**src/design/vaa_pkg.sv**
```systemverilog
package vaa_pkg;

    localparam int CW = 16;
    localparam int FB = 16;
    localparam int AW = FB + 3;
    localparam int RW = FB + 1;
    localparam int PIPE_STAGES = 5;

    localparam int Q16_A1 = 1628;
    localparam int Q16_A0 = 12243;
    localparam int Q16_C1 = 6167;
    localparam int Q16_C0 = 21767;
    localparam int Q16_HALF_PI = 102944;
    localparam int Q16_PI = 205887;

    localparam int SCALE_UP = (FB >= 16) ? FB - 16 : 0;
    localparam int SCALE_DN = (FB < 16) ? 16 - FB : 0;

    typedef logic signed [AW-1:0] t_sval;
    typedef logic [RW-1:0] t_ratio;

    typedef struct packed {
        logic zero;
        logic swap;
        logic xneg;
        logic yneg;
    } t_meta;

    typedef struct packed {
        logic [CW-1:0] mx;
        logic [CW-1:0] rem;
        logic nb;
        t_ratio q;
        t_meta meta;
    } t_div;

    // Moves a Q.16 constant to the working fraction width, rounding half up when narrower.
    function automatic t_sval scale_q16(input int c);
        int v;
        if (SCALE_DN == 0) begin
            v = c << SCALE_UP;
        end else begin
            v = (c + (1 << (SCALE_DN - 1))) >> SCALE_DN;
        end
        return AW'(v);
    endfunction

    // Fixed-point product rounded toward minus infinity.
    function automatic t_sval fmul(input t_sval a, input t_sval b);
        logic signed [2*AW-1:0] p;
        p = a * b;
        return p[FB+AW-1:FB];
    endfunction

    localparam t_sval K_A1 = scale_q16(Q16_A1);
    localparam t_sval K_A0 = scale_q16(Q16_A0);
    localparam t_sval K_NC1 = -scale_q16(Q16_C1);
    localparam t_sval K_C0 = scale_q16(Q16_C0);
    localparam t_sval K_HALF_PI = scale_q16(Q16_HALF_PI);
    localparam t_sval K_PI = scale_q16(Q16_PI);

endpackage

```
**src/design/vaa_fold.sv**
```systemverilog
module vaa_fold (
    input  logic i_clk,
    input  logic i_rst_n,
    input  logic i_valid,
    output logic o_ready,
    input  vaa_pkg::t_sval i_a,
    input  vaa_pkg::t_meta i_meta,
    output logic o_valid,
    input  logic i_ready,
    output vaa_pkg::t_sval o_angle
);
    vaa_pkg::t_sval n_s1, n_s2, n_s3, n_angle;
    vaa_pkg::t_sval r_angle;
    logic r_v;

    // Reflect the first-octant angle out to the quadrant of the original vector.
    always_comb begin
        n_s1 = i_meta.swap ? vaa_pkg::K_HALF_PI - i_a : i_a;
        n_s2 = i_meta.xneg ? vaa_pkg::K_PI - n_s1 : n_s1;
        n_s3 = i_meta.yneg ? -n_s2 : n_s2;
        n_angle = i_meta.zero ? '0 : n_s3;
    end

    assign o_ready = !r_v || i_ready;
    assign o_valid = r_v;
    assign o_angle = r_angle;

    always_ff @(posedge i_clk) begin
        if (!i_rst_n) begin
            r_v <= 1'b0;
        end else if (o_ready) begin
            r_v <= i_valid;
        end
    end

    always_ff @(posedge i_clk) begin
        if (o_ready) begin
            r_angle <= n_angle;
        end
    end
endmodule

```
**config.mk**
```make
export PLATFORM = sky130hd
export DESIGN_NAME = vaa_fold
export DESIGN_NICKNAME = d
export VERILOG_FILES = /design/src/design/vaa_pkg.sv /design/src/design/vaa_fold.sv
export SDC_FILE = /design/constraint.sdc
export NUM_CORES = 1
export LEC_CHECK = 0
export BUFFER_PORTS_ARGS = -buffer_cell sky130_fd_sc_hd__buf_2
export CAP_MARGIN = 20
export CORE_MARGIN = 2
export CORE_UTILIZATION = 35
export DETAILED_ROUTE_END_ITERATION = 12
export SYNTH_ARGS = -nofsm -noshare
export SYNTH_HDL_FRONTEND = slang
export SYNTH_SLANG_ARGS = --single-unit
```
**constraint.sdc**
```tcl
create_clock -name i_clk -period 8.1 [get_ports i_clk]
set_input_delay 0 -clock i_clk [delete_from_list [all_inputs] [get_ports i_clk]]
set_output_delay 0 -clock i_clk [all_outputs]
set_load 0.02 [all_outputs]
```
==> run metrics <==
Internal 0.0002314 W; number of inserted diodes 0; reg2reg start o_valid; P per Cell Area 138.5 nW/um2; Crit Path Class in2reg; Startpoint Class input port; syn_area_per_cell 8.476 um2; Hold EP o_angle[3]; Vert. Die Dim 86.20 um; CTS tree built; Clock Latency Late Sink 250 ps; Starting Density 0.3661; commonest non-fill, non-tap cell in the layout buf_2; max-cap violation count 0; 1st-iter DRT viols 105; adder-cell share of the synthesized area 0.01587; Worst Max-Slew Pin Slew 940.9 ps; Antenna Nets Post-Route 0; register share of total power 0.362; Vias 2144; Compound-Gate Fraction of Synth Area 0.2556; EDFF count, synth 19; DRC viols 0; drt total wl 5240 um; hold wc startpoint i_meta[3]; Period minus WS final 3252 ps; vias in the first global route 1954; IO Pins 48; Pre-antenna DRT Iters 4; Slew Limit Headroom 0.3727; crit-path max FO 9; Post-DP HPWL 4176 um; area of the core 6459 um2; fraction of layout cells with a size suffix above 1 0.2366; GRT Resource Usage Total 0.1411; synthesized flop and latch total 20; GRT Residual Overflow 0; Post-Place Cells 388; Synth warnings 0; Lkg Pwr 1.045 nW; Crit. End Element flop; Post-Layout Cell Count 394; Final TNS setup 0 ps; reg2reg end o_valid; first-pass GRT wire length 8845 um; largest net degree at the start of global routing 24; Switch Pwr 0.0001399 W; WHS Path Cells 2; post-synthesis mux area share 0.03280; Peak supply drop 51.41 uV; # rows 29; f_max 307.5 MHz; cells after synthesis 279; RSZ-0062 raised after global routing false; Clock Skews 1.518 ps; CP Data Required Time 8090 ps; nets@finish 348; I/O Buffers 47; sw frac 0.3767; wire length per cell 13.30 um; post-CTS setup buffers 0; sequential area share after synthesis 0.2497; Final Hold Fails 0; Clock transition at path regs 70 ps; clock group share of total power 0.174; WP data arrival 3240 ps; area share of and/or/nand/nor cells after synthesis 0.2450; H-tree depth 1; Overall Power 0.0003713 W; largest family of logic cells by synthesized area compound AO/OA/AOI/OAI gates; logic gate share of total power 0.465; clock buffer count from CTS 3; Die Area 7430 um2; Final period util 0.4015; Synth Area in XOR/XNOR 0.1476; Util after Layout 0.4150; Clock Path Buffers 2; Synth async-reset ratio 0; FF-to-FF setup slack 6250 ps; Synthesized Nets 309; Area Growth Syn to Fin 13.33%; clock root cell clkbuf_8; most common flop cell mapped by yosys edfxtp_1; # setup viols final 0; Hold WC Path Type in2reg; antenna violations before repair 0; Cell Area, Synth 2365 um2; FF-to-FF path depth 3; Via density 5.442; most frequent cells in the layout buf_2, nor2_1, xnor2_1, edfxtp_1, a21oi_1; outcome complete, no violations; Netlist cell types 72; Die W 86.20 um; Pins Over Slew Limit 0; GP Congestion 0.8046; clock sink total 20
==> layer usage <==
layer,global-route usage,wire [um],vias to the layer above
li1,-,-,1121
met4,0.03409,35,0
met3,0.006667,177,2
met1,0.2016,2646,975
met5,0,0,-
met2,0.2354,2381,46
==> metrics by stage <==
stage	worst slack [ps]	hold slack, ps	area, um2
after floorplan	4952	138.8	2365
after global placement	4756	253.6	2615
after detailed placement	4636	257.1	2615
after CTS	4897	218.6	2680
after global routing	4633	236.3	2680
final	4848	219.3	2680
==> critical path, cell delays in order <==
cell	delay, ps
buf_2	140
inv_1	60
ha_1	170
nor4b_4	490
nor2_1	120
xor2_1	260
inv_1	110
ha_1	260
nor2_1	140
xnor2_1	130
o41ai_2	330
o31ai_1	160
a211oi_2	290
a21oi_1	100
or4_1	510
==> synthesized netlist by cell type (4+ instances only) <==
library cell / count / area, um2
nor2_1: 36 / 135.1
xnor2_1: 25 / 219.0
edfxtp_1: 19 / 570.6
a21oi_1: 16 / 80.08
nand2_1: 15 / 56.30
o21ai_0: 13 / 65.06
xor2_1: 13 / 113.9
inv_1: 11 / 41.29
nand3_1: 10 / 50.05
buf_2: 5 / 25.02
clkbuf_1: 5 / 18.77
nand2b_1: 5 / 31.28
nand4_1: 5 / 31.28
o31ai_1: 5 / 37.54
mux2i_1: 4 / 40.04
nand3b_1: 4 / 30.03
or4_1: 4 / 30.03
==> cells by family (layout without fill, tap and decap cells) <==
group           Yosys count  in the layout
compound gates           77             77
xor+xnor                 39             39
simple gates            106            106
fa+ha+maj                 3              3
mux                       7              7
buf+inv                  27             65
flops                    20             20
==> worst max path at each step <==
stage | start | endpoint | slack, ps | cells after the start
6_report | i_a[0] | o_angle[18] | 4850 | 15
5_1_grt | i_a[0] | o_angle[17] | 4630 | 15
4_1_cts | i_a[0] | o_angle[18] | 4900 | 15
3_5_place_dp | i_a[0] | o_angle[18] | 4640 | 15
3_3_place_gp | i_a[0] | o_angle[18] | 4760 | 15
2_1_floorplan | i_a[0] | o_angle[18] | 4950 | 15
==> registers in the layout, indices dropped and copies added, names as in the netlist <==
signal,cells
o_valid,1
o_angle,19
==> power groups by stage <==
stage	combinational [W]	clock (W)	sequential, W
2_1_floorplan	0.000109	0	0.000158
3_3_place_gp	0.000170	0	0.000137
3_5_place_dp	0.000172	0	0.000137
4_1_cts	0.000173	0.0000668	0.000135
5_1_grt	0.000192	0.0000711	0.000136
6_report	0.000173	0.0000645	0.000134
==> cell type report <==
class | instances | area (um2)
multi-input cells | 232 | 1648
repair buffers | 49 | 255.2
flip-flops and latches | 20 | 590.6
well taps | 77 | 96.34
inverters | 12 | 45.04
clock buffers | 4 | 45.04
fillers | 679 | 3779
==> timing repair <==
action	in CTS	in global routing
endpoints found under the hold margin	1	0
resized for setup	0	0
hold buffers	2	0
No activity file was read; power rests on OpenSTA's default activity.
