## config.mk

```make
export PLATFORM = sky130hd
export DESIGN_NAME = vaa_div_cell
export DESIGN_NICKNAME = d
export VERILOG_FILES = /design/src/design/vaa_pkg.sv /design/src/design/vaa_div_cell.sv
export SDC_FILE = /design/constraint.sdc
export NUM_CORES = 1
export LEC_CHECK = 0
export BUFFER_PORTS_ARGS = -buffer_cell sky130_fd_sc_hd__clkbuf_2
export CAP_MARGIN = 20
export CORE_AREA = 2 2 104 106
export DETAILED_ROUTE_END_ITERATION = 10
export DIE_AREA = 0 0 106 108
export GPL_TIMING_DRIVEN = 1
export HOLD_SLACK_MARGIN = 0.03
export MAX_ROUTING_LAYER = met4
export SLEW_MARGIN = 20
export SYNTH_ARGS = -nofsm -noshare
export SYNTH_HDL_FRONTEND = slang
export SYNTH_SLANG_ARGS = --single-unit
```

## constraint.sdc

```tcl
create_clock -name i_clk -period 7.2 [get_ports i_clk]
set_clock_uncertainty 0.05 [all_clocks]
set_input_delay 1.44 -clock i_clk [delete_from_list [all_inputs] [get_ports i_clk]]
set_output_delay 1.44 -clock i_clk [all_outputs]
set_load 0.02 [all_outputs]
```

## src/design/vaa_pkg.sv

```systemverilog
package vaa_pkg;

    localparam int CW = 16;
    localparam int FB = 16;
    localparam int AW = FB + 3;
    localparam int RW = FB + 1;
    localparam int PIPE_STAGES = 5;

    localparam int Q16_A1 = 1628;
    localparam int Q16_A0 = 12243;
    localparam int Q16_C1 = 6167;
    localparam int Q16_C0 = 21767;
    localparam int Q16_HALF_PI = 102944;
    localparam int Q16_PI = 205887;

    localparam int SCALE_UP = (FB >= 16) ? FB - 16 : 0;
    localparam int SCALE_DN = (FB < 16) ? 16 - FB : 0;

    typedef logic signed [AW-1:0] t_sval;
    typedef logic [RW-1:0] t_ratio;

    typedef struct packed {
        logic zero;
        logic swap;
        logic xneg;
        logic yneg;
    } t_meta;

    typedef struct packed {
        logic [CW-1:0] mx;
        logic [CW-1:0] rem;
        logic nb;
        t_ratio q;
        t_meta meta;
    } t_div;

    // Moves a Q.16 constant to the working fraction width, rounding half up when narrower.
    function automatic t_sval scale_q16(input int c);
        int v;
        if (SCALE_DN == 0) begin
            v = c << SCALE_UP;
        end else begin
            v = (c + (1 << (SCALE_DN - 1))) >> SCALE_DN;
        end
        return AW'(v);
    endfunction

    // Fixed-point product rounded toward minus infinity.
    function automatic t_sval fmul(input t_sval a, input t_sval b);
        logic signed [2*AW-1:0] p;
        p = a * b;
        return p[FB+AW-1:FB];
    endfunction

    localparam t_sval K_A1 = scale_q16(Q16_A1);
    localparam t_sval K_A0 = scale_q16(Q16_A0);
    localparam t_sval K_NC1 = -scale_q16(Q16_C1);
    localparam t_sval K_C0 = scale_q16(Q16_C0);
    localparam t_sval K_HALF_PI = scale_q16(Q16_HALF_PI);
    localparam t_sval K_PI = scale_q16(Q16_PI);

endpackage

```

## src/design/vaa_div_cell.sv

```systemverilog
module vaa_div_cell (
    input  logic i_clk,
    input  logic i_rst_n,
    input  logic i_valid,
    output logic o_ready,
    input  vaa_pkg::t_div i_div,
    output logic o_valid,
    input  logic i_ready,
    output vaa_pkg::t_div o_div
);
    logic [vaa_pkg::CW:0] n_trial;
    logic [vaa_pkg::CW:0] n_diff;
    logic n_ge;
    vaa_pkg::t_div n_div;
    vaa_pkg::t_div r_div;
    logic r_v;

    always_comb begin
        n_trial = {i_div.rem, i_div.nb};
        n_diff = n_trial - {1'b0, i_div.mx};
        n_ge = n_trial >= {1'b0, i_div.mx};
        n_div = i_div;
        // The remainder stays below the divisor, so it always fits the component width.
        n_div.rem = n_ge ? n_diff[vaa_pkg::CW-1:0] : n_trial[vaa_pkg::CW-1:0];
        n_div.nb = 1'b0;
        n_div.q = {i_div.q[vaa_pkg::RW-2:0], n_ge};
    end

    assign o_ready = !r_v || i_ready;
    assign o_valid = r_v;
    assign o_div = r_div;

    always_ff @(posedge i_clk) begin
        if (!i_rst_n) begin
            r_v <= 1'b0;
        end else if (o_ready) begin
            r_v <= i_valid;
        end
    end

    always_ff @(posedge i_clk) begin
        if (o_ready) begin
            r_div <= n_div;
        end
    end
endmodule

```

==> impl_metrics.ini <==
[outcome]
status = finished clean

[floorplan]
num_rows = 37
dieWidth_um = 106
core_area_um2 = 10200
die_h_um = 108
start_util_pct = 27.7
dieArea_um2 = 11400
ios = 114

[timing]
hold_viol = 0
relSlewSlack_pct = 53.2
drv_slew = 0
fmax_ghz = 0.253
worst_pin_slew_ps = 701
finalSetupViolCount = 0
fin_tns_setup_ps = 0
rsz0062_at_grt = no
whs_ps = 940
period_share_pct = 55.0
post-route-min-period_ps = 3960

[route]
vias = 2072
wire_per_inst_um = 14.0
drcViolationCount = 0
vias_per_cell = 4.48
wl_mm = 6.48
drtPass1Iterations = 6
drt_iter0_markers = 145
antenna_left = 0

[cts]
cts_resized = 0
cts_tree = done
cts_buffers = 5
htreeDepth = 2
cts_hold_buffers = 0
clock_path_buffers = 2
cts_setup_buffers = 0
ctsRootBufferMaster = clkbuf_8
clk_latency_ps = 300
clkSinkCount = 54
path_clk_slew_ps = 110

[setup_path]
rr_endpoint = o_div[34]$_DFFE_PP_
crit_required_ps = 5710
worstSetupStartpoint = i_ready
reg2reg_from = o_valid$_SDFFE_PN0P_
worstPathArrival_ps = 2470
crit_type = in -> out
endpoint = o_ready
cp-end-kind = output pin
r2r_cells = 2
regToRegSetupSlack_ps = 5830
startpoint_type = input port
path_max_fanout = 55

[synthesis]
synth-edff-count = 53
netlist_instances = 212
ys_ff_latch = 54
yosysSeqAreaShare_pct = 56.9
syn_area_per_cell_um2 = 13.4
async_flop_share_pct = 0
syn-num-nets = 287
ys_warn_count = 0
ys.flop_type = edfxtp_1
netlist_area_um2 = 2830
synth_cell_types = 49

[placed_design]
dpl_cell_area_um2 = 3500
placedCellCount = 454
portBuffers = 111
dp_hpwl_mm = 4.86
gp_congestion = 0.809

[final_layout]
stdcell_area_um2 = 3590
multi_input_area_um2 = 1070
area.growth.synth_to_final_pct = 26.7
stdcell_count = 462
seq_area_um2 = 1610
drive_gt1_share_pct = 41.7
nFillCells = 1040
fin_nets = 400
antennaDiodeCount = 0

[min_path]
min_path_type = reg -> reg

[job]
max_cap_violations = 0

[global_routing]
grt_max_degree = 56
globalRouteTotalUtil_pct = 11.9
grt_pass1_vias = 2120
antenna_found_initial = 0
grt-ovfl-total = 0
grt_pass1_wl_mm = 10.4

[power_and_ir_drop]
power.total_uw = 774
ir_worst_vdd_uv = 97.3
leakage_uw = 0.00168
powerDensity_nw_per_um2 = 216
## report_power, final
| part | internal (uW) | switching (uW) |
|---|---|---|
| sequential | 385 | 9.31 |
| combinational | 83.3 | 121 |
| clock | 68.8 | 107 |
| total | 537 | 237 |
## area by class of cell
| class | count | area share (%) |
|---|---|---|
| sequential | 54 | 44.9 |
| inverter | 21 | 2.27 |
| clock inverter | 3 | 0.558 |
| multi-input combinational | 131 | 29.9 |
| tap | 136 | 4.74 |
| clock buffer | 5 | 1.92 |
| timing repair buffer | 112 | 15.7 |
## synthesized netlist by cell type (2+ instances only)
library cell | count | share of area [%]
edfxtp_1 | 53 | 56
inv_1 | 20 | 2.7
ha_1 | 16 | 7.1
nor2_1 | 12 | 1.6
o21ai_0 | 9 | 1.6
mux2_4 | 8 | 4.2
nand3_1 | 7 | 1.2
o21a_1 | 6 | 1.6
a21o_1 | 5 | 1.3
nand2_1 | 5 | 0.66
o31ai_1 | 5 | 1.3
xnor2_1 | 5 | 1.5
a21boi_0 | 4 | 1.1
xor2_1 | 4 | 1.2
a211o_1 | 3 | 0.93
a211oi_1 | 3 | 0.80
a21oi_1 | 3 | 0.53
nand2b_1 | 3 | 0.66
nor3_1 | 3 | 0.53
a31oi_1 | 2 | 0.44
and2_4 | 2 | 0.62
and3_1 | 2 | 0.44
and3b_1 | 2 | 0.62
buf_6 | 2 | 0.80
nand4_1 | 2 | 0.44
o211a_1 | 2 | 0.71
o211ai_1 | 2 | 0.53
## cell families (layout without fill, tap and decap cells)
kind of cell	after synthesis	after routing	synth area share (%)
AND/OR/NAND/NOR	41	41	7.56
XOR/XNOR	9	9	2.78
multiplexers	10	10	4.99
AO/OA/AOI/OAI	53	53	14.5
flip-flops	54	54	56.9
other	1	1	0.132
adder cells (fa/ha/maj)	17	17	7.78
buffers and inverters	27	141	5.30
## flip-flops by register name, summed over array words and instances, names as in the netlist
register / count
o_valid: 1
o_div: 53
## layer usage
metal  GRT usage, %  vias up  wire length (um)
met1           15.2      955              2900
met2           19.5       94              3050
met5              -        -                 0
li1               -     1018                 -
met4           3.10        0                64
met3           2.59        5               470
## worst max-delay path, stage by stage
cell,delay (ps)
clkbuf_2,70
nand2b_2,90
buf_4,570
clkbuf_2,290
## per-stage QoR
stage	utilization, %	worst slack (ps)
final	35.1	3240
after floorplan	-	2810
after global routing	35.1	3140
after CTS	35.1	3200
after detailed placement	34.2	3190
after global placement	34.2	3210
## how the worst min path moves through the flow
stage	start	endpoint	slack, ps	cells past startpoint
detailed placement	o_valid$_SDFFE_PN0P_	o_div[2]$_DFFE_PP_	970	2
global route	o_valid$_SDFFE_PN0P_	o_div[52]$_DFFE_PP_	1020	2
CTS	o_valid$_SDFFE_PN0P_	o_div[52]$_DFFE_PP_	980	2
global placement	o_valid$_SDFFE_PN0P_	o_div[8]$_DFFE_PP_	940	2
finish	o_valid$_SDFFE_PN0P_	o_div[52]$_DFFE_PP_	940	2
floorplan	i_div[0]	o_div[0]$_DFFE_PP_	1490	0
## cell usage in the layout (no fill, tap or decap), types with 3 or more instances in the layout
master and count:
a211oi_1 3, o21ai_0 9, nor3_1 3, nor2_1 12
a21boi_0 4, o21a_1 6, mux2_4 8, nand2_1 5
ha_1 16, nand3_1 7, edfxtp_1 53, xor2_1 4
xnor2_1 5, a211o_1 3, o31ai_1 5, a21o_1 5
clkbuf_8 5, clkbuf_2 111, a21oi_1 3, inv_1 20
Power figures use the tool's default switching activity.
