===== src/design/vaa_pkg.sv =====
package vaa_pkg;

    localparam int CW = 16;
    localparam int FB = 16;
    localparam int AW = FB + 3;
    localparam int RW = FB + 1;
    localparam int PIPE_STAGES = 5;

    localparam int Q16_A1 = 1628;
    localparam int Q16_A0 = 12243;
    localparam int Q16_C1 = 6167;
    localparam int Q16_C0 = 21767;
    localparam int Q16_HALF_PI = 102944;
    localparam int Q16_PI = 205887;

    localparam int SCALE_UP = (FB >= 16) ? FB - 16 : 0;
    localparam int SCALE_DN = (FB < 16) ? 16 - FB : 0;

    typedef logic signed [AW-1:0] t_sval;
    typedef logic [RW-1:0] t_ratio;

    typedef struct packed {
        logic zero;
        logic swap;
        logic xneg;
        logic yneg;
    } t_meta;

    typedef struct packed {
        logic [CW-1:0] mx;
        logic [CW-1:0] rem;
        logic nb;
        t_ratio q;
        t_meta meta;
    } t_div;

    // Moves a Q.16 constant to the working fraction width, rounding half up when narrower.
    function automatic t_sval scale_q16(input int c);
        int v;
        if (SCALE_DN == 0) begin
            v = c << SCALE_UP;
        end else begin
            v = (c + (1 << (SCALE_DN - 1))) >> SCALE_DN;
        end
        return AW'(v);
    endfunction

    // Fixed-point product rounded toward minus infinity.
    function automatic t_sval fmul(input t_sval a, input t_sval b);
        logic signed [2*AW-1:0] p;
        p = a * b;
        return p[FB+AW-1:FB];
    endfunction

    localparam t_sval K_A1 = scale_q16(Q16_A1);
    localparam t_sval K_A0 = scale_q16(Q16_A0);
    localparam t_sval K_NC1 = -scale_q16(Q16_C1);
    localparam t_sval K_C0 = scale_q16(Q16_C0);
    localparam t_sval K_HALF_PI = scale_q16(Q16_HALF_PI);
    localparam t_sval K_PI = scale_q16(Q16_PI);

endpackage


===== src/design/vaa_poly.sv =====
module vaa_poly (
    input  logic i_clk,
    input  logic i_rst_n,
    input  logic i_valid,
    output logic o_ready,
    input  vaa_pkg::t_ratio i_r,
    input  vaa_pkg::t_meta i_meta,
    output logic o_valid,
    input  logic i_ready,
    output vaa_pkg::t_sval o_a,
    output vaa_pkg::t_meta o_meta
);
    localparam int NS = vaa_pkg::PIPE_STAGES;

    logic [NS-1:0] r_v;
    logic [NS-1:0] w_vin;
    logic [NS:0] w_rdy;
    vaa_pkg::t_meta r_meta [NS];

    vaa_pkg::t_sval n_r;
    vaa_pkg::t_sval r1_r, r1_r2;
    vaa_pkg::t_sval r2_r, r2_r2, r2_r3, r2_r4;
    vaa_pkg::t_sval r3_r, r3_r2, r3_r3, r3_a, r3_c;
    vaa_pkg::t_sval r4_r, r4_r3, r4_a;
    vaa_pkg::t_sval r5_a;

    assign n_r = vaa_pkg::t_sval'(i_r);

    // Each stage may load when it is empty or when the stage after it is loading.
    always_comb begin
        w_rdy[NS] = i_ready;
        for (int k = NS - 1; k >= 0; k--) begin
            w_rdy[k] = !r_v[k] || w_rdy[k+1];
        end
    end
    assign w_vin = {r_v[NS-2:0], i_valid};
    assign o_ready = w_rdy[0];
    assign o_valid = r_v[NS-1];
    assign o_a = r5_a;
    assign o_meta = r_meta[NS-1];

    always_ff @(posedge i_clk) begin
        if (!i_rst_n) begin
            r_v <= '0;
        end else begin
            for (int k = 0; k < NS; k++) begin
                if (w_rdy[k]) begin
                    r_v[k] <= w_vin[k];
                end
            end
        end
    end

    always_ff @(posedge i_clk) begin
        if (w_rdy[0]) begin
            r_meta[0] <= i_meta;
            r1_r <= n_r;
            r1_r2 <= vaa_pkg::fmul(n_r, n_r);
        end
        if (w_rdy[1]) begin
            r_meta[1] <= r_meta[0];
            r2_r <= r1_r;
            r2_r2 <= r1_r2;
            r2_r3 <= vaa_pkg::fmul(r1_r2, r1_r);
            r2_r4 <= vaa_pkg::fmul(r1_r2, r1_r2);
        end
        if (w_rdy[2]) begin
            r_meta[2] <= r_meta[1];
            r3_r <= r2_r;
            r3_r2 <= r2_r2;
            r3_r3 <= r2_r3;
            r3_a <= vaa_pkg::fmul(vaa_pkg::K_A1, r2_r4) + vaa_pkg::K_A0;
            r3_c <= vaa_pkg::fmul(vaa_pkg::K_NC1, r2_r4) - vaa_pkg::K_C0;
        end
        if (w_rdy[3]) begin
            r_meta[3] <= r_meta[2];
            r4_r <= r3_r;
            r4_r3 <= r3_r3;
            r4_a <= vaa_pkg::fmul(r3_a, r3_r2) + r3_c;
        end
        if (w_rdy[4]) begin
            r_meta[4] <= r_meta[3];
            r5_a <= vaa_pkg::fmul(r4_a, r4_r3) + r4_r;
        end
    end
endmodule


===== config.mk =====
export PLATFORM = sky130hd
export DESIGN_NAME = vaa_poly
export DESIGN_NICKNAME = d
export VERILOG_FILES = /design/src/design/vaa_pkg.sv /design/src/design/vaa_poly.sv
export SDC_FILE = /design/constraint.sdc
export NUM_CORES = 2
export LEC_CHECK = 0
export CAP_MARGIN = 40
export CORE_MARGIN = 2
export CORE_UTILIZATION = 45
export CTS_BUF_LIST = sky130_fd_sc_hd__clkbuf_2 sky130_fd_sc_hd__clkbuf_4 sky130_fd_sc_hd__clkbuf_8
export CTS_CLUSTER_DIAMETER = 100
export CTS_CLUSTER_SIZE = 20
export DETAILED_ROUTE_END_ITERATION = 8
export DONT_BUFFER_PORTS = 1
export GPL_ROUTABILITY_DRIVEN = 0
export PLACE_DENSITY = 0.62
export SLEW_MARGIN = 15
export SYNTH_ARGS = -nofsm -noshare
export SYNTH_HDL_FRONTEND = slang
export SYNTH_SLANG_ARGS = --single-unit
export TNS_END_PERCENT = 5

===== constraint.sdc =====
create_clock -name i_clk -period 8.9 [get_ports i_clk]
set_clock_uncertainty 0.15 [all_clocks]
set_input_delay 0.445 -clock i_clk [delete_from_list [all_inputs] [get_ports i_clk]]
set_output_delay 0.445 -clock i_clk [all_outputs]
set_load 0.02 [all_outputs]

==> run_results.csv <==
group,metric,value,unit
status,status,"finished clean",
logic_synthesis,synthArstFlopShare,0,%
logic_synthesis,synth_top_area_share,41.7,%
detailed_routing,ant_nets,0,
cts,clockBufferDepth,3,
setup_path,end_kind,"flop",
setup_path,cp_top_family,"adder cells",
setup_path,path_common_cell,"fa_1",
logic_synthesis,yosysWarnings,0,
cells_and_area,syn2layout_area_growth,6.20,%
grt,grt_antenna_before_repair,1,
timing,finalHoldViolations,0,
setup_path,slowest_delay,520,ps
detailed_routing,dr.pass1.iters,5,
logic_synthesis,syn_inst,6728,
logic_synthesis,synth_cell_types,86,
grt,grt_usage,21.0,%
cells_and_area,fin_nets,8944,
die,start_util,45.2,%
logic_synthesis,yosys-top-cells-count,"inv_1, fa_1, ha_1",
cells_and_area,fillers,13724,
cts,clock_latency,720,ps
timing,fin_tns_setup,0,ps
setup_path,cpMaxStageDelayCell,"fa_1",
placement,dp_hpwl,126,mm
detailed_routing,routedWlPerCell,17.4,microns
cells_and_area,drive_above_1_share,4.39,%
cts,cts.sinks,295,
logic_synthesis,yosysMostFrequentCell,"inv_1",
cts,clk_pin_slew,130,ps
timing,final_max_slew_viol_count,0,
die,die-area,0.151,sq mm
setup_path,arrival,9060,ps
setup_path,crit_type,"reg2reg",
grt,grt_pass1_vias,48112,
timing,relSlewSlack,39.7,%
setup_path,path_max_fanout,4,
detailed_routing,drc_errors,0,
timing,tightest_slew,904,ps
logic_synthesis,synth_nets,8925,
timing,final.min_clock_period,8750,ps
placement,io_buffers,0,
timing,grt_setup_unrepaired,"true",
detailed_routing,vias_per_cell,4.98,
cts,cts-root-buf,"clkbuf_8",
timing,timing.final.crit_share,98.3,%
die,rows,141,
logic_synthesis,synth_ff_type,"edfxtp_1",
logic_synthesis,netlist_area,0.0667,sq mm
setup_path,critPathBufInv,6,
die,die_h,389,microns
placement,dp_worst_setup_slack,-180,ps
cts,cts_tree,"built",
timing,report.final.setup_viol,0,
logic_synthesis,ys_seq_area_share,13.2,%
setup_path,required,9210,ps
detailed_routing,vias,43325,
detailed_routing,wl,152,mm
die,core-area,0.147,sq mm
cells_and_area,final-seq-area,0.00881,sq mm
logic_synthesis,synth_top_area_cell,"fa_1",
setup_path,cp-start-kind,"flop",
logic_synthesis,ys_seq_elements,295,
die,io_pins,50,
hold_path,hp-class,"in2reg",
cts,h-tree-depth,1,
grt,grt_max_degree,60,
cts,cts_made_buffers,26,
timing,setup_ws,154,ps
timing,timing.fmax,114,MHz
grt,grt_pass1_wl,254,mm
flow_run,cap_violations,0,
cells_and_area,multi_input_comb_area,0.0506,sq mm
logic_synthesis,avgSynthCellArea,9.92,sq um
logic_synthesis,synth.area.top_cells,"fa_1, ha_1, edfxtp_1",
grt,gr-total-overflow,0,
die,die_x,389,microns
detailed_routing,drt_iter0_drc,2076,
logic_synthesis,synth-edff-count,290,
-- what timing repair did --
item / CTS / global route
resized for setup: 2 / 50
endpoints found under the setup margin: 1 / 12
hold buffers: 25 / 0
setup buffers: 9 / 22
pin swaps: 0 / 37
hold endpoints to repair: 27 / 0
-- per-layer routing --
layer | routed length (microns) | share of wire [%] | global-route usage [%]
met5 | 13 | 0.0086 | 0
met3 | 6450 | 4.3 | 2.10
met2 | 72200 | 48 | 35.2
met1 | 69900 | 46 | 29.6
met4 | 3110 | 2.1 | 4.21
-- registers in the layout, summed over array words and instances, names as in the netlist, 19 cells and up --
name    cells
r2_r4      19
r_meta     20
r4_a       19
o_a        19
r4_r3      19
r2_r3      19
r3_r3      19
-- layout make-up --
type | instances | share of cell area (%)
Inverter | 1792 | 9.50
Tap cell | 1930 | 3.41
Antenna cell | 1 | 0.00353
Sequential cell | 295 | 12.4
Clock inverter | 15 | 0.284
Multi-Input combinational cell | 4432 | 71.4
Timing Repair Buffer | 200 | 2.46
Clock buffer | 27 | 0.516
-- worst paths after layout --
kind | endpoint | slack, ps | from | cells past startpoint
max | r4_a[18] | 150 | r3_a[5] | 35
min | r_meta[0][0] | 230 | i_meta[0] | 1
max reg2reg | r4_a[18] | 150 | r3_a[5] | 35
min reg2reg | r3_r[2] | 240 | r2_r[2] | 0
-- layout by cell type (no fill, tap or decap), types with 38 or more instances in the layout --
cell type	count
a21oi_1	106
and2_1	531
buf_4	151
edfxtp_1	290
fa_1	1387
ha_1	780
inv_1	1789
nand2_1	701
nand2b_1	43
nor2_1	165
nor2b_1	40
nor3_1	42
o21a_1	38
o21ai_0	56
xnor2_1	150
xor2_1	70
-- worst register-to-register path, delay by kind of cell, from the launching register on --
family,cells,cell delay [ps]
AOI/OAI and AO/OA,12,2560
xor gates and xnor gates,3,350
adders and majority gates,8,3420
buffers and inverters,6,570
DFF,1,510
and+or+nand+nor,6,910
-- per-stage QoR --
stage | hold WS, ps | utilization, % | instance area, sq um | instances
2_1_floorplan | 250 | - | 66700 | 6728
3_3_place_gp | 251 | 47.0 | 69300 | 8578
3_5_place_dp | 255 | 47.1 | 69500 | 8589
4_1_cts | 175 | 47.8 | 70400 | 8665
5_1_grt | 204 | 48.0 | 70900 | 8691
6_report | 234 | 48.0 | 70900 | 8692
-- logic make-up (layout without fill, tap and decap cells) --
family / count (synthesis) / after routing / share of synthesized area, %
adders and majority gates: 2172 / 2172 / 56.4
buffers and inverters: 2001 / 2034 / 11.3
other: 0 / 1 / 0
DFF: 295 / 295 / 13.2
muxes: 9 / 9 / 0.163
AOI/OAI and AO/OA: 379 / 379 / 3.92
xor gates and xnor gates: 223 / 223 / 2.95
and+or+nand+nor: 1649 / 1649 / 12.1
Power is not shown: default switching activity piles up to over one toggle a cycle in this logic, so the estimate is an artifact.
