<file path="src/design/vaa_pkg.sv">
package vaa_pkg;

    localparam int CW = 16;
    localparam int FB = 16;
    localparam int AW = FB + 3;
    localparam int RW = FB + 1;
    localparam int PIPE_STAGES = 5;

    localparam int Q16_A1 = 1628;
    localparam int Q16_A0 = 12243;
    localparam int Q16_C1 = 6167;
    localparam int Q16_C0 = 21767;
    localparam int Q16_HALF_PI = 102944;
    localparam int Q16_PI = 205887;

    localparam int SCALE_UP = (FB >= 16) ? FB - 16 : 0;
    localparam int SCALE_DN = (FB < 16) ? 16 - FB : 0;

    typedef logic signed [AW-1:0] t_sval;
    typedef logic [RW-1:0] t_ratio;

    typedef struct packed {
        logic zero;
        logic swap;
        logic xneg;
        logic yneg;
    } t_meta;

    typedef struct packed {
        logic [CW-1:0] mx;
        logic [CW-1:0] rem;
        logic nb;
        t_ratio q;
        t_meta meta;
    } t_div;

    // Moves a Q.16 constant to the working fraction width, rounding half up when narrower.
    function automatic t_sval scale_q16(input int c);
        int v;
        if (SCALE_DN == 0) begin
            v = c << SCALE_UP;
        end else begin
            v = (c + (1 << (SCALE_DN - 1))) >> SCALE_DN;
        end
        return AW'(v);
    endfunction

    // Fixed-point product rounded toward minus infinity.
    function automatic t_sval fmul(input t_sval a, input t_sval b);
        logic signed [2*AW-1:0] p;
        p = a * b;
        return p[FB+AW-1:FB];
    endfunction

    localparam t_sval K_A1 = scale_q16(Q16_A1);
    localparam t_sval K_A0 = scale_q16(Q16_A0);
    localparam t_sval K_NC1 = -scale_q16(Q16_C1);
    localparam t_sval K_C0 = scale_q16(Q16_C0);
    localparam t_sval K_HALF_PI = scale_q16(Q16_HALF_PI);
    localparam t_sval K_PI = scale_q16(Q16_PI);

endpackage

</file>
<file path="src/design/vaa_prep.sv">
module vaa_prep (
    input  logic i_clk,
    input  logic i_rst_n,
    input  logic i_valid,
    output logic o_ready,
    input  logic signed [vaa_pkg::CW-1:0] i_x,
    input  logic signed [vaa_pkg::CW-1:0] i_y,
    output logic o_valid,
    input  logic i_ready,
    output vaa_pkg::t_div o_div
);
    logic [vaa_pkg::CW-1:0] n_ax;
    logic [vaa_pkg::CW-1:0] n_ay;
    logic [vaa_pkg::CW-1:0] n_mn;
    vaa_pkg::t_div n_div;
    vaa_pkg::t_div r_div;
    logic r_v;

    always_comb begin
        n_ax = i_x[vaa_pkg::CW-1] ? (~i_x + 1'b1) : i_x;
        n_ay = i_y[vaa_pkg::CW-1] ? (~i_y + 1'b1) : i_y;
        n_div.meta.zero = (n_ax == '0) && (n_ay == '0);
        n_div.meta.swap = n_ay > n_ax;
        n_div.meta.xneg = i_x[vaa_pkg::CW-1];
        n_div.meta.yneg = i_y[vaa_pkg::CW-1];
        n_div.mx = n_div.meta.swap ? n_ay : n_ax;
        n_mn = n_div.meta.swap ? n_ax : n_ay;
        // The first division cell shifts the remainder back up, taking in the low bit.
        n_div.rem = {1'b0, n_mn[vaa_pkg::CW-1:1]};
        n_div.nb = n_mn[0];
        n_div.q = '0;
    end

    assign o_ready = !r_v || i_ready;
    assign o_valid = r_v;
    assign o_div = r_div;

    always_ff @(posedge i_clk) begin
        if (!i_rst_n) begin
            r_v <= 1'b0;
        end else if (o_ready) begin
            r_v <= i_valid;
        end
    end

    always_ff @(posedge i_clk) begin
        if (o_ready) begin
            r_div <= n_div;
        end
    end
endmodule

</file>
<file path="config.mk">
export PLATFORM = sky130hd
export DESIGN_NAME = vaa_prep
export DESIGN_NICKNAME = d
export VERILOG_FILES = /design/src/design/vaa_pkg.sv /design/src/design/vaa_prep.sv
export SDC_FILE = /design/constraint.sdc
export NUM_CORES = 1
export LEC_CHECK = 0
export ABC_AREA = 1
export CORE_MARGIN = 3
export CORE_UTILIZATION = 49
export CTS_CLUSTER_DIAMETER = 150
export DETAILED_ROUTE_END_ITERATION = 6
export DONT_BUFFER_PORTS = 1
export GPL_ROUTABILITY_DRIVEN = 0
export MAX_ROUTING_LAYER = met4
export PLACE_DENSITY = 0.69
export SLEW_MARGIN = 0
export SYNTH_ARGS = -nofsm -noshare
export SYNTH_HDL_FRONTEND = slang
export SYNTH_SLANG_ARGS = --single-unit
export TNS_END_PERCENT = 30
</file>
<file path="constraint.sdc">
create_clock -name i_clk -period 3.2 [get_ports i_clk]
set_clock_uncertainty 0.1 [all_clocks]
set_input_delay 0.48 -clock i_clk [delete_from_list [all_inputs] [get_ports i_clk]]
set_output_delay 0.48 -clock i_clk [all_outputs]
set_load 0.005 [all_outputs]
</file>
==> impl_metrics.ini, run 1 <==
[global_route]
overflow = 0
met1_usage_pct = 25.9
grtUsageMet2_pct = 31.6
antenna_found_initial = 0
grt.busiest_layer = met2
globalRouteTotalUtil_pct = 20.5
grt_pass1_vias = 2503
grt_start_max_net_pins = 45
grt_pass1_wl_um = 11600
grt.met3_usage_pct = 5.67

[timing]
setup_viol = 0
setup_slack_ns = 0.527
min_period_ns = 2.67
slew_violations = 0
worst_pin_slew_ns = 0.837
min_period_over_period_pct = 83.5
timing.fmax_ghz = 0.374
max_slew_margin_pct = 44.0
grt_setup_unrepaired = no
setup_tns_ns = 0
hold_viol = 0

[worst_setup_path]
cp.arrival_ns = 2.59
worst-path-max-fanout = 44
ff2ff_setup_slack_ns = 1.53
crit_chain = inv_1 -> ha_1 -> nand2_2 -> nor2_4 -> nand2_1 -> nand2_1 -> nand2_1 -> nand2_1 -> inv_2 -> ha_1 -> nand4_1 -> nor2_1 -> nand2_1 -> nand2_1 -> nand2_1 -> buf_12 -> nand2_1 -> o21ai_0
setup.worst_path.class = primary input to flip-flop
crit_path_end_kind = flip-flop
critPathSlowestCell = ha_1
cpMostUsedCell = nand2_1
cpPeakStageDelay_ns = 0.27
startpoint_type = primary input
cp.required_ns = 3.12

[synth]
synth-seq-cells = 37
syn_area_sq_um = 3110
avgSynthCellArea_sq_um = 7.07
netlist_instances = 440
yosys-top-cells-area = edfxtp_1, nand2_1, ha_1, buf_4, inv_1
synth_ff_type = edfxtp_1
synth_top_family_by_area = simple AND/OR/NAND/NOR gates
synth_edf_count = 36
yosysSeqAreaShare_pct = 35.4
synthSimpleGateAreaFrac_pct = 35.1
yosysTopAreaCellShare_pct = 34.7
yosysWarnings = 0
synth.area.mux_share_pct = 0
synth.top_cells.by_count = nand2_1, inv_1, nor2_1
synth_fa_ha_area_share_pct = 7.24
yosysTopAreaCell = edfxtp_1
synth_compound_gate_area_share_pct = 8.00
yosysMostFrequentCell = nand2_1
synthXorXnorAreaFrac_pct = 0.804
async_reset_ff_share_pct = 0
synth_cell_type_count = 28

[routing]
firstDrtPassIters = 4
antenna_left = 0
drt_wl_total_um = 6870
vias = 2623
drt_iter0_drc = 122
vias_per_cell = 5.06
wl_per_cell_um = 13.3
post-route-drc-count = 0

[floorplan]
fp.dieH_um = 85.7
start_util_pct = 51.6
io_pins = 92
core_area_sq_um = 6030
rows = 28
die_area_sq_um = 7340
fp.dieW_um = 85.7

[place]
dpl-instance-area_sq_um = 3120
placed_cells = 510
port_buffers = 0
dp_slack_ns = 0.254
dp_hpwl_um = 5750

[clocking]
numCtsBuffers = 5
cts.repair.resized = 0
path_clk_slew_ns = 0.07
cts_setup_buffers = 0
ctsHoldBuffers = 0
cts_tree = built
clockBufferDepth = 2
cts_sinks = 37
clk_latency_ns = 0.29
cts_max_level = 2
clockRootBuffer = clkbuf_8

[power]
ir_drop_mv = 0.228
p_per_area_nw_per_um2 = 425
leakagePower_nw = 1.58

[finish]
layout.cells.non_filler = 518
area_growth_pct = 2.85
diodes = 0
drive_gt1_share_pct = 11.1
fin_area_sq_um = 3200
nets = 496

[run]
drv_cap = 0

[min_path]
hold_class = primary input to flip-flop

[status]
status = completed
-- metal layers --
layer | share of wire (%) | vias to the layer above | routed length [um]
met5 | 0 | - | 0
met4 | 2.2 | 0 | 151
met3 | 7.1 | 13 | 489
met2 | 45 | 77 | 3090
met1 | 46 | 1150 | 3130
li1 | - | 1383 | -
-- report_power, final --
part	switching [mW]	total [mW]	leakage, nW	internal (mW)
clock network	0.165	0.315	0.0450	0.151
logic	0.229	0.348	1.14	0.120
registers	0.0463	0.697	0.395	0.650
total	0.439	1.36	1.58	0.921
-- kinds of logic (layout without fill, tap and decap cells) --
| family | Yosys count | after routing |
|---|---|---|
| AND/OR/NAND/NOR | 253 | 253 |
| flip-flops | 37 | 37 |
| AO/OA/AOI/OAI | 46 | 46 |
| buffers and inverters | 83 | 69 |
| other | 1 | 18 |
| XOR/XNOR | 2 | 2 |
| adder cells (fa/ha/maj) | 18 | 18 |
-- final timing paths --
path,from,to,cells after the start
worst min-delay path,i_x[15],o_div[1],0
worst max register to register,o_valid,o_div[22],2
worst min register to register,o_valid,o_valid,2
worst max-delay path,i_x[0],o_div[46],18
-- critical path, delay by kind of cell --
family | cells | cell delay [ns]
buf+inv | 3 | 0.35
simple gates | 12 | 1.13
fa+ha+maj | 2 | 0.49
compound gates | 1 | 0.11
-- layout by cell type (no fill, tap or decap), types with 2 or more instances in the layout --
master / instances
clkbuf_8: 5
ha_1: 18
nand3_1: 30
nor2_2: 5
a21oi_1: 9
o21ai_1: 11
nand4_1: 4
clkinv_2: 2
o21ai_0: 22
edfxtp_1: 36
nand2_1: 149
nor2_1: 40
nand3b_1: 9
nand2_2: 13
o211ai_1: 2
inv_1: 41
buf_4: 5
conb_1: 18
inv_2: 14
-- flip-flops by register name (all words and copies together), names as in the netlist --
register	flops
o_div	36
o_valid	1
-- layout make-up --
| class | instances | area (sq um) |
|---|---|---|
| Sequential cell | 37 | 1100 |
| Inverter | 55 | 206 |
| Tap cell | 75 | 93.8 |
| Clock buffer | 6 | 72.6 |
| Clock inverter | 2 | 10.0 |
| Fill cell | 599 | 2830 |
| Timing Repair Buffer | 6 | 57.6 |
| Multi-Input combinational cell | 337 | 1660 |
-- stage by stage --
step	total power, mW	hold WS, ns	util [%]
2_1_floorplan	0.997	0.479	-
3_3_place_gp	1.05	0.481	51.7
6_report	1.36	0.180	53.1
3_5_place_dp	1.06	0.481	51.7
5_1_grt	1.46	0.168	53.1
4_1_cts	1.37	0.174	53.1
Power figures use the tool's default switching activity.
==> run 2, diff against run 1 <==
ABC_AREA = 0   (was 1)
clock period = 2.5 ns   (was 3.2 ns; I/O delays follow)
==> run 2 against run 1 <==
- the flow now finishes with violations (negative setup slack)
- sequential cell count is the same
- combinational power is 82% higher
- critical path depth decreased by 6
- sequential power grew 27%
- register-to-register slack worse by 0.34 ns
- largest cell class unchanged
==> impl_metrics.ini, run 2 <==
[status]
status = complete, but fails checks
violations = negative setup slack

[timing]
setup_viol = 33
hold_viol = 0
slew_violations = 0
timing.fmax_ghz = 0.310
setup_slack_ns = -0.726
min_period_ns = 3.23
min_period_over_period_pct = 129
grt_setup_unrepaired = yes

[floorplan]
fp.dieH_um = 83.9
fp.dieW_um = 83.9
core_area_sq_um = 5680
die_area_sq_um = 7040
start_util_pct = 52.4
rows = 27
io_pins = 92

[finish]
nets = 379
final_common_cell = buf_4
largest_reg_flops = 36
drive_gt1_share_pct = 34.4
regArea_sq_um = 1100
multi_input_area_sq_um = 1820
final_cell_mix = buf_4, edfxtp_1, mux2i_1
diodes = 0
area_growth_pct = 23.8
fin_area_sq_um = 3680
nFillCells = 445
layout.cells.non_filler = 398

[synth]
synth_ff_type = edfxtp_1
synth_cell_type_count = 56
synth-seq-cells = 37
yosys-top-cells-area = edfxtp_1, mux2i_1, ha_1, xor2_1, buf_4
yosysSeqAreaShare_pct = 37.1
netlist_instances = 274
syn_area_sq_um = 2970
synth.top_cells.by_count = edfxtp_1, mux2i_1, buf_4, ha_1, inv_1
yosysTopAreaCell = edfxtp_1
async_reset_ff_share_pct = 0
yosysTopAreaCellShare_pct = 36.4
yosysMostFrequentCell = edfxtp_1
avgSynthCellArea_sq_um = 10.8
synth_edf_count = 36
yosysWarnings = 0

[routing]
vias_per_cell = 5.64
wl_per_cell_um = 17.7
antenna_left = 0
firstDrtPassIters = 4
drt_wl_total_um = 7030
post-route-drc-count = 0
vias = 2246
drt_iter0_drc = 114

[worst_setup_path]
setup.worst_path.class = primary input to flip-flop
cp.required_ns = 2.44
crit_path_end_kind = flip-flop
worst-path-max-fanout = 17
startpoint_type = primary input
cp.arrival_ns = 3.17

[clocking]
clockRootBuffer = clkbuf_8
clk_latency_ns = 0.30
clockBufferDepth = 2
cts_sinks = 37
cts_tree = built
path_clk_slew_ns = 0.08
cts_max_level = 2
numCtsBuffers = 5

[place]
port_buffers = 0
placed_cells = 388
dp_hpwl_um = 5390
dpl-instance-area_sq_um = 3420

[power]
p_per_area_nw_per_um2 = 526
leakagePower_nw = 1.54
ir_drop_mv = 0.271

[global_route]
globalRouteTotalUtil_pct = 20.3
grt_pass1_wl_um = 11100
overflow = 0
grt_start_max_net_pins = 25
antenna_found_initial = 0
grt_pass1_vias = 2167

[min_path]
hold_class = primary input to flip-flop

[run]
drv_cap = 0
==> run 2: cell types whose count changed after synthesis, moves of 16 or more <==
cell	delta
nor2_1	-36
nand2_1	-143
mux2i_1	+34
xor2_1	+16
nand3_1	-27
inv_1	-23
==> run 2: final timing paths <==
kind / startpoint / to / slack (ns) / cells after the start
min: i_y[15] / o_div[0] / 0.07 / 0
max reg2reg: o_valid / o_div[49] / 1.19 / 2
max: i_y[6] / o_div[35] / -0.73 / 12
min reg2reg: o_valid / o_valid / 0.75 / 2
==> run 2: what timing repair did <==
action                                  in CTS  in global routing
resized for setup                            6                 24
buffers inserted                             0                  2
endpoints found under the setup margin      33                 34
gates cloned                                 0                  1
pin swaps                                    0                  3
hold buffers                                 0                  0
==> run 2: logic make-up (layout without fill, tap and decap cells) <==
group	Yosys count	in the layout	synth area share, %
and+or+nand+nor	66	66	15.2
buffers and inverters	50	85	8.88
AOI/OAI and AO/OA	44	44	12.1
DFF	37	37	37.1
muxes	35	35	11.8
xor gates and xnor gates	23	23	7.28
adders and majority gates	18	18	7.58
other	1	18	0.126
==> run 2: stage by stage <==
step	TNS [ns]	utilization [%]	setup slack [ns]	hold WS (ns)	power (mW)
after global placement	-30.73	60.3	-0.936	0.375	1.46
after detailed placement	-32.42	60.3	-1.02	0.375	1.49
after CTS	-20.24	62.2	-0.668	0.0654	1.90
after global routing	-26.35	64.8	-0.843	0.0553	2.05
final	-22.68	64.8	-0.726	0.0655	1.93
after floorplan	-30.65	-	-0.963	0.374	1.30
==> run 2: area by class of cell <==
| class | instances | share of cell area, % |
|---|---|---|
| clock inverter | 2 | 0.272 |
| clock buffer | 6 | 1.97 |
| sequential | 37 | 29.9 |
| timing repair buffer | 55 | 12.7 |
| inverter | 22 | 3.30 |
| tap | 72 | 2.45 |
| multi-input combinational | 204 | 49.4 |
==> run 2: metal layers <==
| metal | wire length, um | global-route usage [%] |
|---|---|---|
| met1 | 3120 | 26.1 |
| met5 | 0 | - |
| met3 | 389 | 3.75 |
| met2 | 3410 | 32.3 |
| met4 | 110 | 7.16 |
==> run 2: power by group <==
| part | leakage, nW | switching (mW) | internal (mW) |
|---|---|---|---|
| Sequential | 0.386 | 0.0580 | 0.831 |
| Combinational | 1.11 | 0.299 | 0.333 |
| Clock | 0.0450 | 0.219 | 0.193 |
==> run 2: worst max-delay path, stage by stage <==
cell,delay [ns]
or4_4,0.55
or3_4,0.42
o31ai_4,0.21
xor2_2,0.22
inv_2,0.08
ha_4,0.28
nand4_1,0.14
nor4_2,0.32
buf_4,0.17
a21oi_4,0.05
buf_12,0.19
mux2i_2,0.15
==> run 3, diff against run 2 <==
ABC_AREA = 1   (was 0)
==> run 3 against run 2 <==
- the run now ends clean
- combinational power fell by 13%
- sequential share of layout area rose by 0.18 points
- sequential cell count did not move
- count of clock-buffer cells in the layout did not move
- critical path depth rose by 3
- fmax rose by 38%
- die area rose by 4.4%
- worst hold slack improved by 0.012 ns
- non-clock buffer count did not move
- global-route usage rose by 1.3 points
==> impl_metrics.ini, run 3 (synthesis gave the netlist of run 1 again) <==
[status]
status = completed

[global_route]
grt_pass1_wl_um = 12200
grt_start_max_net_pins = 39
antenna_found_initial = 0
overflow = 0
globalRouteTotalUtil_pct = 21.6
grt_pass1_vias = 2642

[finish]
largest_reg_flops = 36
diodes = 0
nets = 545
drive_gt1_share_pct = 23.4
final_cell_mix = nand2_1, buf_4, inv_1
area_growth_pct = 17.5
final_common_cell = nand2_1

[timing]
min_period_ns = 2.33
timing.fmax_ghz = 0.429
min_period_over_period_pct = 93.2
slew_violations = 0
grt_setup_unrepaired = yes
setup_slack_ns = 0.169
hold_viol = 0
setup_tns_ns = 0
setup_viol = 0

[routing]
firstDrtPassIters = 6
drt_iter0_drc = 168
vias = 2779
wl_per_cell_um = 13.1
post-route-drc-count = 0
drt_wl_total_um = 7430
antenna_left = 0
vias_per_cell = 4.90

[worst_setup_path]
startpoint_type = primary input
crit_path_end_kind = flip-flop
r2r-start = o_valid
crit_chain = nor2_2 -> nand2_2 -> o21ai_2 -> nand3_1 -> nand2_1 -> inv_1 -> ha_1 -> a21oi_1 -> nand3b_1 -> a21oi_1 -> nor2_1 -> nand2_2 -> nand2_4 -> buf_6 -> o21ai_0
setup.worst_path.class = primary input to flip-flop
r2r_cells = 2
cpPeakStageDelay_ns = 0.29
rr_endpoint = o_div[3]
worst-path-buf-inv = 2
cp.arrival_ns = 2.26
cp.required_ns = 2.43
critPathSlowestCell = ha_1
crit_family = simple AND/OR/NAND/NOR gates
worst-path-max-fanout = 18
ff2ff_setup_slack_ns = 1.23

[power]
ir_drop_mv = 0.277
internal_power_mw = 1.26
swShare_pct = 31.9
power.switching_mw = 0.588
leakagePower_nw = 1.82
seqPwrFrac_pct = 48.3
p_comb_share_pct = 30.0
p_per_area_nw_per_um2 = 504
clockPowerShare_pct = 21.8

[min_path]
worstHoldStart = i_x[15]
hold_class = primary input to flip-flop
min_to = o_div[1]
holdPathStages = 0

[clocking]
cts_sinks = 37
cts_max_level = 2
path_clk_slew_ns = 0.07
clk_latency_ns = 0.28
clockBufferDepth = 2
ctsHoldBuffers = 0
numCtsBuffers = 5
clockRootBuffer = clkbuf_8
cts_tree = built

[floorplan]
fp.dieH_um = 85.7
die_area_sq_um = 7340
rows = 28
fp.dieW_um = 85.7
core_area_sq_um = 6030
start_util_pct = 51.6
io_pins = 92

[place]
port_buffers = 0
dp_slack_ns = -0.228
dp_hpwl_um = 6100

[run]
drv_cap = 0
## run 3: power groups by stage
stage          sequential (mW)  clock, mW  combinational (mW)
3_5_place_dp             0.911          0               0.532
3_3_place_gp             0.905          0               0.514
2_1_floorplan            0.889          0               0.393
6_report                 0.891      0.401               0.552
4_1_cts                  0.897      0.412               0.532
5_1_grt                  0.907      0.438               0.635
## run 3: what timing repair did
item                                    CTS  global route
endpoints found under the setup margin    0            32
gates resized for setup                   0            19
setup buffers                             0             1
## run 3: worst max path at each step
| stage | start | endpoint | slack, ns | cells after the start |
|---|---|---|---|---|
| 2_1_floorplan | i_y[0] | o_div[28] | 0.001 | 16 |
| 3_3_place_gp | i_x[4] | o_div[29] | -0.19 | 15 |
| 3_5_place_dp | i_x[0] | o_div[31] | -0.23 | 16 |
| 4_1_cts | i_x[0] | o_div[31] | 0.08 | 15 |
| 5_1_grt | i_y[0] | o_div[22] | -0.01 | 17 |
| 6_report | i_x[2] | o_div[28] | 0.17 | 15 |
## run 3: metrics by stage
stage                     utilization (%)  cells  power (mW)  hold WS (ns)  cell area [sq um]
after floorplan                         -    457        1.28         0.374               3200
after detailed placement             58.0    558        1.44         0.376               3500
after global routing                 60.7    567        1.98        0.0652               3660
after CTS                            59.4    566        1.84        0.0701               3580
after global placement               58.0    558        1.42         0.376               3500
final                                60.7    567        1.84        0.0776               3660
## run 3: area by class of cell
| type | count | area (sq um) |
|---|---|---|
| Multi-Input combinational cell | 337 | 1740 |
| Fill cell | 544 | 2370 |
| Clock inverter | 2 | 10.0 |
| Timing Repair Buffer | 55 | 433 |
| Sequential cell | 37 | 1100 |
| Tap cell | 75 | 93.8 |
| Clock buffer | 6 | 72.6 |
| Inverter | 55 | 210 |
## run 3: routing by layer
layer / up-vias / share of wire, % / track usage [%]
li1: 1483 / - / -
met1: 1196 / 45 / 28.5
met2: 94 / 46 / 33.3
met3: 6 / 8.2 / 5.67
met4: 0 / 1.3 / 5.61
met5: - / 0 / -
